**config.mk**
```make
export PLATFORM = sky130hd
export DESIGN_NAME = sorted_priority_queue
export DESIGN_NICKNAME = d
export VERILOG_FILES = /design/src/hdl/spq_pkg.sv /design/src/hdl/spq_cell.sv /design/src/hdl/sorted_priority_queue.sv
export SDC_FILE = /design/constraint.sdc
export NUM_CORES = 2
export LEC_CHECK = 0
export BUFFER_PORTS_ARGS = -buffer_cell sky130_fd_sc_hd__buf_2
export CAP_MARGIN = 20
export CORE_MARGIN = 10
export CORE_UTILIZATION = 45
export CTS_CLUSTER_DIAMETER = 50
export CTS_CLUSTER_SIZE = 14
export DETAILED_ROUTE_END_ITERATION = 8
export PLACE_DENSITY = 0.66
export SLEW_MARGIN = 20
export SYNTH_ARGS = -nofsm -noshare
export SYNTH_HDL_FRONTEND = slang
export SYNTH_SLANG_ARGS = --single-unit
export TNS_END_PERCENT = 20
```
**constraint.sdc**
```tcl
create_clock -name clock -period 7.2 [get_ports clock]
set_input_delay 0.36 -clock clock [delete_from_list [all_inputs] [get_ports clock]]
set_output_delay 0.36 -clock clock [all_outputs]
set_load 0.02 [all_outputs]
```
**src/hdl/spq_pkg.sv**
```systemverilog
package spq_pkg;

   // Default sizes of the queue
   localparam int SPQ_DEPTH    = 16;
   localparam int SPQ_KEY_BITS = 16;
   localparam int SPQ_TAG_BITS = 16;

   // Opcodes of a request
   localparam logic OP_OFFER = 1'b0;
   localparam logic OP_POLL  = 1'b1;

   // Request payload
   typedef struct packed {
      logic        opcode;
      logic [15:0] priority_key;
      logic [15:0] task_tag;
   } spq_req_type;

   // Response payload
   typedef struct packed {
      logic [15:0] polled_tag;
      logic        polled_valid;
      logic        offer_dropped;
      logic [15:0] head_tag;
      logic        head_valid;
      logic [4:0]  entry_count;
   } spq_rsp_type;

   // Command broadcast to every cell of the chain
   typedef struct packed {
      logic insert;
      logic remove;
   } spq_cmd_type;

endpackage

```
**src/hdl/spq_cell.sv**
```systemverilog
module spq_cell #(
   parameter int KEY_BITS = spq_pkg::SPQ_KEY_BITS,
   parameter int TAG_BITS = spq_pkg::SPQ_TAG_BITS
) (
   input  logic                clock,
   input  spq_pkg::spq_cmd_type cmd,
   input  logic                occupied,
   input  logic [KEY_BITS-1:0] new_key,
   input  logic [TAG_BITS-1:0] new_tag,
   input  logic                left_keep,
   input  logic [KEY_BITS-1:0] left_key,
   input  logic [TAG_BITS-1:0] left_tag,
   input  logic [KEY_BITS-1:0] right_key,
   input  logic [TAG_BITS-1:0] right_tag,
   output logic                keep,
   output logic [KEY_BITS-1:0] key,
   output logic [TAG_BITS-1:0] tag,
   output logic [TAG_BITS-1:0] tag_next
);
   import spq_pkg::*;

   logic [KEY_BITS-1:0] key_ff, key_in;
   logic [TAG_BITS-1:0] tag_ff, tag_in;

   // Hold the entry when it sorts at or before the new key
   assign keep = occupied && (key_ff <= new_key);

   // Pick the next entry: hold, take the new item, or shift from a neighbor
   always_comb begin
      key_in = key_ff;
      tag_in = tag_ff;
      if (cmd.insert) begin
         if (!keep) begin
            if (left_keep) begin
               key_in = new_key;
               tag_in = new_tag;
            end else begin
               key_in = left_key;
               tag_in = left_tag;
            end
         end
      end else if (cmd.remove) begin
         key_in = right_key;
         tag_in = right_tag;
      end
   end

   always_ff @(posedge clock) begin
      key_ff <= key_in;
      tag_ff <= tag_in;
   end

   assign key      = key_ff;
   assign tag      = tag_ff;
   assign tag_next = tag_in;

endmodule

```
**src/hdl/sorted_priority_queue.sv**
```systemverilog
// Channel  | Direction | Ports                        | Payload
// request  | in        | req_valid, req_ready         | spq_req_type (opcode, key, tag)
// response | out       | rsp_valid, rsp_ready         | spq_rsp_type (polled, head, count)
//
// One request per cycle: every cell of the chain compares its key with the
// offered key and holds, takes the new entry or shifts.
// The response shows up in the cycle after the transfer from an output register.
// A new request is taken while the response register is empty or being drained.
// Reset (synchronous, active high) empties the queue and the response register.
// A stalled response stalls the request side; nothing is lost.
module sorted_priority_queue #(
   parameter int QUEUE_DEPTH = spq_pkg::SPQ_DEPTH,
   parameter int KEY_BITS    = spq_pkg::SPQ_KEY_BITS,
   parameter int TAG_BITS    = spq_pkg::SPQ_TAG_BITS
) (
   input  logic                 clock,
   input  logic                 reset,
   input  logic                 req_valid,
   output logic                 req_ready,
   input  spq_pkg::spq_req_type req_data,
   output logic                 rsp_valid,
   input  logic                 rsp_ready,
   output spq_pkg::spq_rsp_type rsp_data
);
   import spq_pkg::*;

   localparam int CNT_BITS = $clog2(QUEUE_DEPTH + 1);

   logic [CNT_BITS-1:0] count_ff, count_in;
   logic                rsp_valid_ff, rsp_valid_in;
   spq_rsp_type         rsp_data_ff, rsp_data_in;

   logic                req_fire, is_full, is_empty;
   spq_cmd_type         cmd;
   logic [KEY_BITS-1:0] new_key;
   logic [TAG_BITS-1:0] new_tag;

   logic [KEY_BITS-1:0] cell_key  [QUEUE_DEPTH];
   logic [TAG_BITS-1:0] cell_tag  [QUEUE_DEPTH];
   logic [TAG_BITS-1:0] cell_tnext[QUEUE_DEPTH];
   logic                cell_keep [QUEUE_DEPTH];

   // Accept while the response register is free or draining
   assign req_ready = !rsp_valid_ff || rsp_ready;
   assign req_fire  = req_valid && req_ready;

   assign is_full  = (count_ff == CNT_BITS'(QUEUE_DEPTH));
   assign is_empty = (count_ff == '0);

   assign new_key = KEY_BITS'(req_data.priority_key);
   assign new_tag = TAG_BITS'(req_data.task_tag);

   // Decode the command for the chain
   assign cmd.insert = req_fire && (req_data.opcode == OP_OFFER) && !is_full;
   assign cmd.remove = req_fire && (req_data.opcode == OP_POLL) && !is_empty;

   // Build the chain of cells
   for (genvar i = 0; i < QUEUE_DEPTH; i++) begin : g_cell
      logic                lkeep;
      logic [KEY_BITS-1:0] lkey, rkey;
      logic [TAG_BITS-1:0] ltag, rtag;

      if (i == 0) begin : g_first
         assign lkeep = 1'b1;
         assign lkey  = new_key;
         assign ltag  = new_tag;
      end else begin : g_mid
         assign lkeep = cell_keep[i-1];
         assign lkey  = cell_key[i-1];
         assign ltag  = cell_tag[i-1];
      end

      if (i == QUEUE_DEPTH - 1) begin : g_last
         assign rkey = '0;
         assign rtag = '0;
      end else begin : g_inner
         assign rkey = cell_key[i+1];
         assign rtag = cell_tag[i+1];
      end

      spq_cell #(
         .KEY_BITS (KEY_BITS),
         .TAG_BITS (TAG_BITS)
      ) u_cell (
         .clock     (clock),
         .cmd       (cmd),
         .occupied  (CNT_BITS'(i) < count_ff),
         .new_key   (new_key),
         .new_tag   (new_tag),
         .left_keep (lkeep),
         .left_key  (lkey),
         .left_tag  (ltag),
         .right_key (rkey),
         .right_tag (rtag),
         .keep      (cell_keep[i]),
         .key       (cell_key[i]),
         .tag       (cell_tag[i]),
         .tag_next  (cell_tnext[i])
      );
   end

   // Advance the entry count
   always_comb begin
      count_in = count_ff;
      if (cmd.insert) begin
         count_in = count_ff + 1'b1;
      end else if (cmd.remove) begin
         count_in = count_ff - 1'b1;
      end
   end

   // Form the response from the state after the step
   always_comb begin
      rsp_data_in               = rsp_data_ff;
      rsp_valid_in              = rsp_valid_ff && !rsp_ready;
      if (req_fire) begin
         rsp_valid_in              = 1'b1;
         rsp_data_in.polled_tag    = cmd.remove ? 16'(cell_tag[0]) : 16'd0;
         rsp_data_in.polled_valid  = cmd.remove;
         rsp_data_in.offer_dropped = (req_data.opcode == OP_OFFER) && is_full;
         rsp_data_in.head_valid    = (count_in != '0);
         rsp_data_in.head_tag      = (count_in != '0) ? 16'(cell_tnext[0]) : 16'd0;
         rsp_data_in.entry_count   = 5'(count_in);
      end
   end

   always_ff @(posedge clock) begin
      if (reset) begin
         count_ff     <= '0;
         rsp_valid_ff <= 1'b0;
      end else begin
         count_ff     <= count_in;
         rsp_valid_ff <= rsp_valid_in;
      end
      rsp_data_ff <= rsp_data_in;
   end

   assign rsp_valid = rsp_valid_ff;
   assign rsp_data  = rsp_data_ff;

`ifndef NO_ASSERTIONS
   a_count_range: assert property (@(posedge clock) disable iff (reset)
      count_ff <= CNT_BITS'(QUEUE_DEPTH))
      else $error("entry count beyond queue depth");

   a_head_order: assert property (@(posedge clock) disable iff (reset)
      count_ff >= CNT_BITS'(2) |-> cell_key[0] <= cell_key[1])
      else $error("head key above its successor");

   a_full_drop: assert property (@(posedge clock) disable iff (reset)
      req_fire && req_data.opcode == OP_OFFER && is_full |=>
         count_ff == CNT_BITS'(QUEUE_DEPTH) && rsp_data_ff.offer_dropped)
      else $error("offer to full queue not dropped");

   a_rsp_after_fire: assert property (@(posedge clock) disable iff (reset)
      req_fire |=> rsp_valid_ff)
      else $error("transfer without response");

   a_flags_excl: assert property (@(posedge clock) disable iff (reset)
      rsp_valid_ff |-> !(rsp_data_ff.polled_valid && rsp_data_ff.offer_dropped))
      else $error("poll and drop flagged together");
`endif

endmodule

```
# After elaboration in Yosys (flattened, before gate mapping)
# Cells that the tools add are included.
# totals
ff_bits	558
inputBits	37
out_inout_bits	42
wordCells	267
# classes
addsub	2
magnitude_cmp	32
n_eq_ne	17
mux	128
bitwise_logic	1
n_reduce_logical	47
# ops
op	n
$mux W16	125
$le A16 B16 Y1	16
$lt A4 B5 Y1 const A	8
$ne A2 B2 Y1 const B	16
$reduce_and A2 Y1	16
$logic_and A1 B1 Y1	23
$lt A3 B5 Y1 const A	4
$lt A1 B5 Y1 const A	2
$lt A2 B5 Y1 const A	2
$mux W5	2
$add A5 B1 Y5 const B	1
$eq A5 B5 Y1 const B	1
$logic_not A5 Y1	1
$reduce_bool A5 Y1	1
$sub A5 B1 Y5 const B	1
$logic_not A1 Y1	4
$reduce_bool A2 Y1	1
$logic_or A1 B1 Y1	1
$mux W1	1
$not A1 Y1	1

# Depth between registers and ports, before layout
# logic_depth
word_depth	8
mapped_depth	12
depth_no_buf	9

# Cells and area by module
# From an unflattened synthesis, not the netlist that was laid out.
# unflattened
hier_cells	3698
hier_area_um2	39135.0
# modules_own_cells
module	n_inst	cells_each	area_per_inst_um2	seq_area_each_um2
spq_cell	16	220	2306.0	800.8
sorted_priority_queue	1	178	2239.6	1321.3

# Worst setup path before layout
# Ideal clock, no wire load.
# synth_path
path_kind	in2reg
from	in req_data[31] (netlist name)
to	reg g_cell[10].u_cell.key_ff[0], enable pin
setup_ns	0.466
arrival_time_ns	4.848
t_required_ns	6.734
setup_slack_ns	1.886
cell_stages	9
n_path_buf	2
path_cell_list	clkbuf_1 inv_1 ha_1 nand4_2 or4_4 o211ai_1 o41ai_4 buf_6 o21ai_0
# synth_between
elab_chain_cells	4
# synth_lines
element	line	text
start: declaration	sorted_priority_queue.sv:20	input spq_pkg::spq_req_type req_data,
$le A16 B16 Y1	spq_cell.sv:26	assign keep = occupied && (key_ff <= new_key);
$logic_and A1 B1 Y1	spq_cell.sv:26	
$ne A2 B2 Y1 (no source line)	n/a	
$reduce_and A2 Y1 (no source line)	n/a	
end signal: assignment	spq_cell.sv:49	key_ff <= key_in;
end: declaration	spq_cell.sv:22	logic [KEY_BITS-1:0] key_ff, key_in;
# No other way between the ends.
# A chain may end at the register's enable or synchronous reset.

# Worst setup path after layout
# layout_path
from	in req_data[29] (netlist name)
to	reg g_cell[5].u_cell.key_ff[6] (data pin)
# layout_between
elab_chain_cells	5
# layout_lines
element	line	text
$le A16 B16 Y1	spq_cell.sv:26	
$logic_and A1 B1 Y1	spq_cell.sv:26	
$mux W16	spq_cell.sv:34	if (left_keep) begin
$mux W16	spq_cell.sv:33	if (!keep) begin
$mux W16	spq_cell.sv:32	if (cmd.insert) begin
named net g_cell[5].u_cell.key_in[6]	spq_cell.sv:22	
end signal: assignment	spq_cell.sv:49	
end: declaration	spq_cell.sv:22	
# The timed path passes the listed nets, and every way through them passes these cells. The select of a mux whose other input is x is not followed.

==> out/qor.csv <==
stage,metric,value,unit
finish,layout overhead on the synthesized area,10.6,%
power,switching share of power,36.5,%
worst_hold_path,HP Class,input port to flop,
logic_synthesis,Post-synth EDFFs,536,
power,clock network fraction of design power,30.4,%
clock_network,clk_lat worst skew,0.63,ns
power,Logic pwr share,28.1,%
critical_path,kind of critical path,input port to flop,
clock_network,number of CTS-inserted buffers,72,
run,Max Cap Violations,0,
detailed_routing,drt wl/cell,30.1,µm
clock_network,# H-tree levels,3,
detailed_routing,Vias,28000,
logic_synthesis,Cell variety after synth,72,
timing,RSZ-0062 raised after global routing,false,
timing,endpoints failing setup,0,
logic_synthesis,most common cell in the netlist,edfxtp_1,
finish,nets,3472,
critical_path,crit path DAT,4.71,ns
clock_network,CTS tree,done,
logic_synthesis,Post-synth top flop,edfxtp_1,
clock_network,Setup Buffers After CTS,0,
logic_synthesis,ys async rst share,0,%
critical_path,Setup crit start kind,input port,
timing,Tcrit/Tclk final,61.0,%
global_route,met1 Track Usage GR,37.3,%
logic_synthesis,Synth Cell Area,33400,µm²
power,Leak,0.0135,µW
global_route,GRT Overall Usage,28.6,%
detailed_routing,DR iter-0 viols,4058,
detailed_routing,Total Wirelength,126,mm
detailed_routing,Residual DRC,0,
placement,# port buffers,78,
logic_synthesis,synth top area cells,"edfxtp_1 (48%), ha_1 (9.8%), a21oi_1 (4.8%)",
timing,Fin. Hold Viols,0,
power,P_int,7460,µW
power,net switching component of the power,4280,µW
floorplan,core footprint,73200,µm²
critical_path,CP endpoint kind,flop,
clock_network,Post-CTS Resized,0,
global_route,initial antenna violation count,5,
logic_synthesis,top-area cell type share of the netlist area,48.3,%
detailed_routing,Routed Antenna Nets,0,
timing,Worst-Margin Slew,1.23,ns
placement,HPWL Detailed,82.8,mm
critical_path,worst setup path start,req_data[29],
detailed_routing,via/cell ratio,6.67,
clock_network,clk buf depth,3,
clock_network,clock transition at the registers of the reported paths,0.06,ns
global_route,met2 Usage GRT,44.2,%
status,status,"complete, no violations",
placement,GP Congestion,1.00,
floorplan,die height,292,µm
logic_synthesis,yosys warns,0,
logic_synthesis,Mapped Nets,3497,
power,Power Dens Cells,318,nW/µm²
power,sequential share of power,41.5,%
timing,Period minus WS final,4.39,ns
floorplan,Rows,99,
detailed_routing,Initial DRT Pass Iterations,6,
logic_synthesis,most instantiated cells after synthesis,"edfxtp_1 (536), nor2_1 (367), a21oi_1 (321)",
timing,Final Skew,0.0391,ns
logic_synthesis,synthesis-stage register bit count,558,
critical_path,Critical Path RT,7.52,ns
timing,achievable frequency,228,MHz
global_route,largest net degree at the start of global routing,210,
finish,# fillers,6551,
global_route,met3 usage,4.46,%
logic_synthesis,cell taking the most area after synthesis,edfxtp_1,
worst_hold_path,Hold Crit Start,req_valid,
timing,setup tns final,0,ns
power,Peak VDD IR,0.156,mV
floorplan,Initial Util,45.6,%
timing,max_slew headroom,17.8,%
logic_synthesis,"Seq/Total Area, Yosys",49.6,%
critical_path,Crit Path Max Fanout,22,
floorplan,IO Pins,79,
global_route,GR Overflow Total,0,
logic_synthesis,synthesized instance count,3200,
clock_network,root buf cell,clkbuf_16,
critical_path,worst reg2reg startpoint,g_cell[4].u_cell.key[15],
global_route,vias in the first global route,26700,
global_route,Top Usage Layer GRT,met2,
finish,share of layout cells above drive strength 1,11.0,%
global_route,first-pass GRT wire length,182,mm
timing,final hold slack,0.0261,ns
floorplan,Die X,292,µm
floorplan,DIE AREA,85400,µm²
clock_network,clk sinks,558,
logic_synthesis,Syn Area/Cell,10.4,µm²
timing,max-slew violations,0,
## routing by layer
metal	up-vias	part of all wire [%]	wire length, µm
met5	-	0.025	31
met3	405	10	13000
met1	13700	38	48400
li1	12100	-	-
met4	4	7.0	8870
met2	1802	44	55800
## flip-flops by register name, indices dropped and copies added (netlist names)
register	cells
g_cell.u_cell.key	256
g_cell.u_cell.tag	256
rsp_data	40
count_ff	5
rsp_valid	1
## cells by family after synthesis
group                    after synthesis  share of synthesized area, %
XOR/XNOR                               3                        0.0788
multiplexers                         174                          5.28
adder cells (fa/ha/maj)              260                          9.75
flip-flops                           558                          49.6
buffers and inverters                387                          5.19
AO/OA/AOI/OAI                        861                          17.5
AND/OR/NAND/NOR                      957                          12.6
## placed cells by master, fill, tap and decap left out, types with 34 or more instances in the layout
| master | count |
|---|---|
| a31oi_1 | 67 |
| edfxtp_1 | 536 |
| nand3_1 | 108 |
| mux2i_1 | 159 |
| inv_1 | 142 |
| a21oi_1 | 316 |
| or3_1 | 34 |
| ha_1 | 260 |
| nand4_1 | 40 |
| a221oi_1 | 96 |
| a22oi_1 | 34 |
| nand2_1 | 310 |
| clkbuf_16 | 72 |
| buf_2 | 78 |
| buf_4 | 59 |
| nor2_1 | 367 |
| o21ai_0 | 76 |
## path summary, 6_finish.rpt
path | to | slack (ns) | cells after the start
max | g_cell[5].u_cell.key[6] | 2.81 | 11
min | rsp_valid | 0.03 | 3
max reg2reg | g_cell[5].u_cell.key[6] | 2.81 | 9
min reg2reg | g_cell[0].u_cell.tag[4] | 0.52 | 2
## worst max-delay path, cell delays in order
cell and delay, ns:
buf_2 0.22, inv_1 0.37, ha_1 0.45, nand4_1 0.30, nor4_1 0.91, o21ai_0 0.21
a32oi_1 0.57, a21oi_4 0.08, nand2_1 0.52, buf_4 0.50, a32oi_1 0.18
## layout make-up
class	instances	area, µm²	area share, %
well taps	959	1200	3.25
flip-flops and latches	558	16500	44.8
clock buffers	83	1860	5.05
repair buffers	145	968	2.62
clock inverters	44	443	1.20
inverters	143	537	1.45
multi-input cells	2255	15300	41.6
diodes	4	10.0	0.0271
## power groups by stage
| stage | Combinational (µW) | Clock, µW | Sequential, µW |
|---|---|---|---|
| after floorplan | 1950 | 0 | 4790 |
| after global placement | 3100 | 0 | 4920 |
| after detailed placement | 3170 | 0 | 4920 |
| after CTS | 3180 | 3590 | 4860 |
| after global routing | 3490 | 3720 | 4920 |
| final | 3300 | 3570 | 4880 |
## per-stage QoR
stage / setup WS [ns] / instances / power (µW) / utilization (%) / instance area [µm²]
floorplan: 1.89 / 3200 / 6740 / - / 33400
global placement: 2.56 / 4056 / 8020 / 47.2 / 34500
detailed placement: 2.52 / 4058 / 8090 / 47.2 / 34600
CTS: 3.10 / 4186 / 11600 / 50.4 / 36900
global route: 2.73 / 4189 / 12100 / 50.4 / 36900
finish: 2.81 / 4191 / 11700 / 50.4 / 36900
## timing repair
| action | CTS | global route |
|---|---|---|
| hold buffers | 1 | 0 |
| endpoints found under the hold margin | 6 | 0 |
| endpoints found under the setup margin | 0 | 0 |
(Power assumes the default switching activity.)
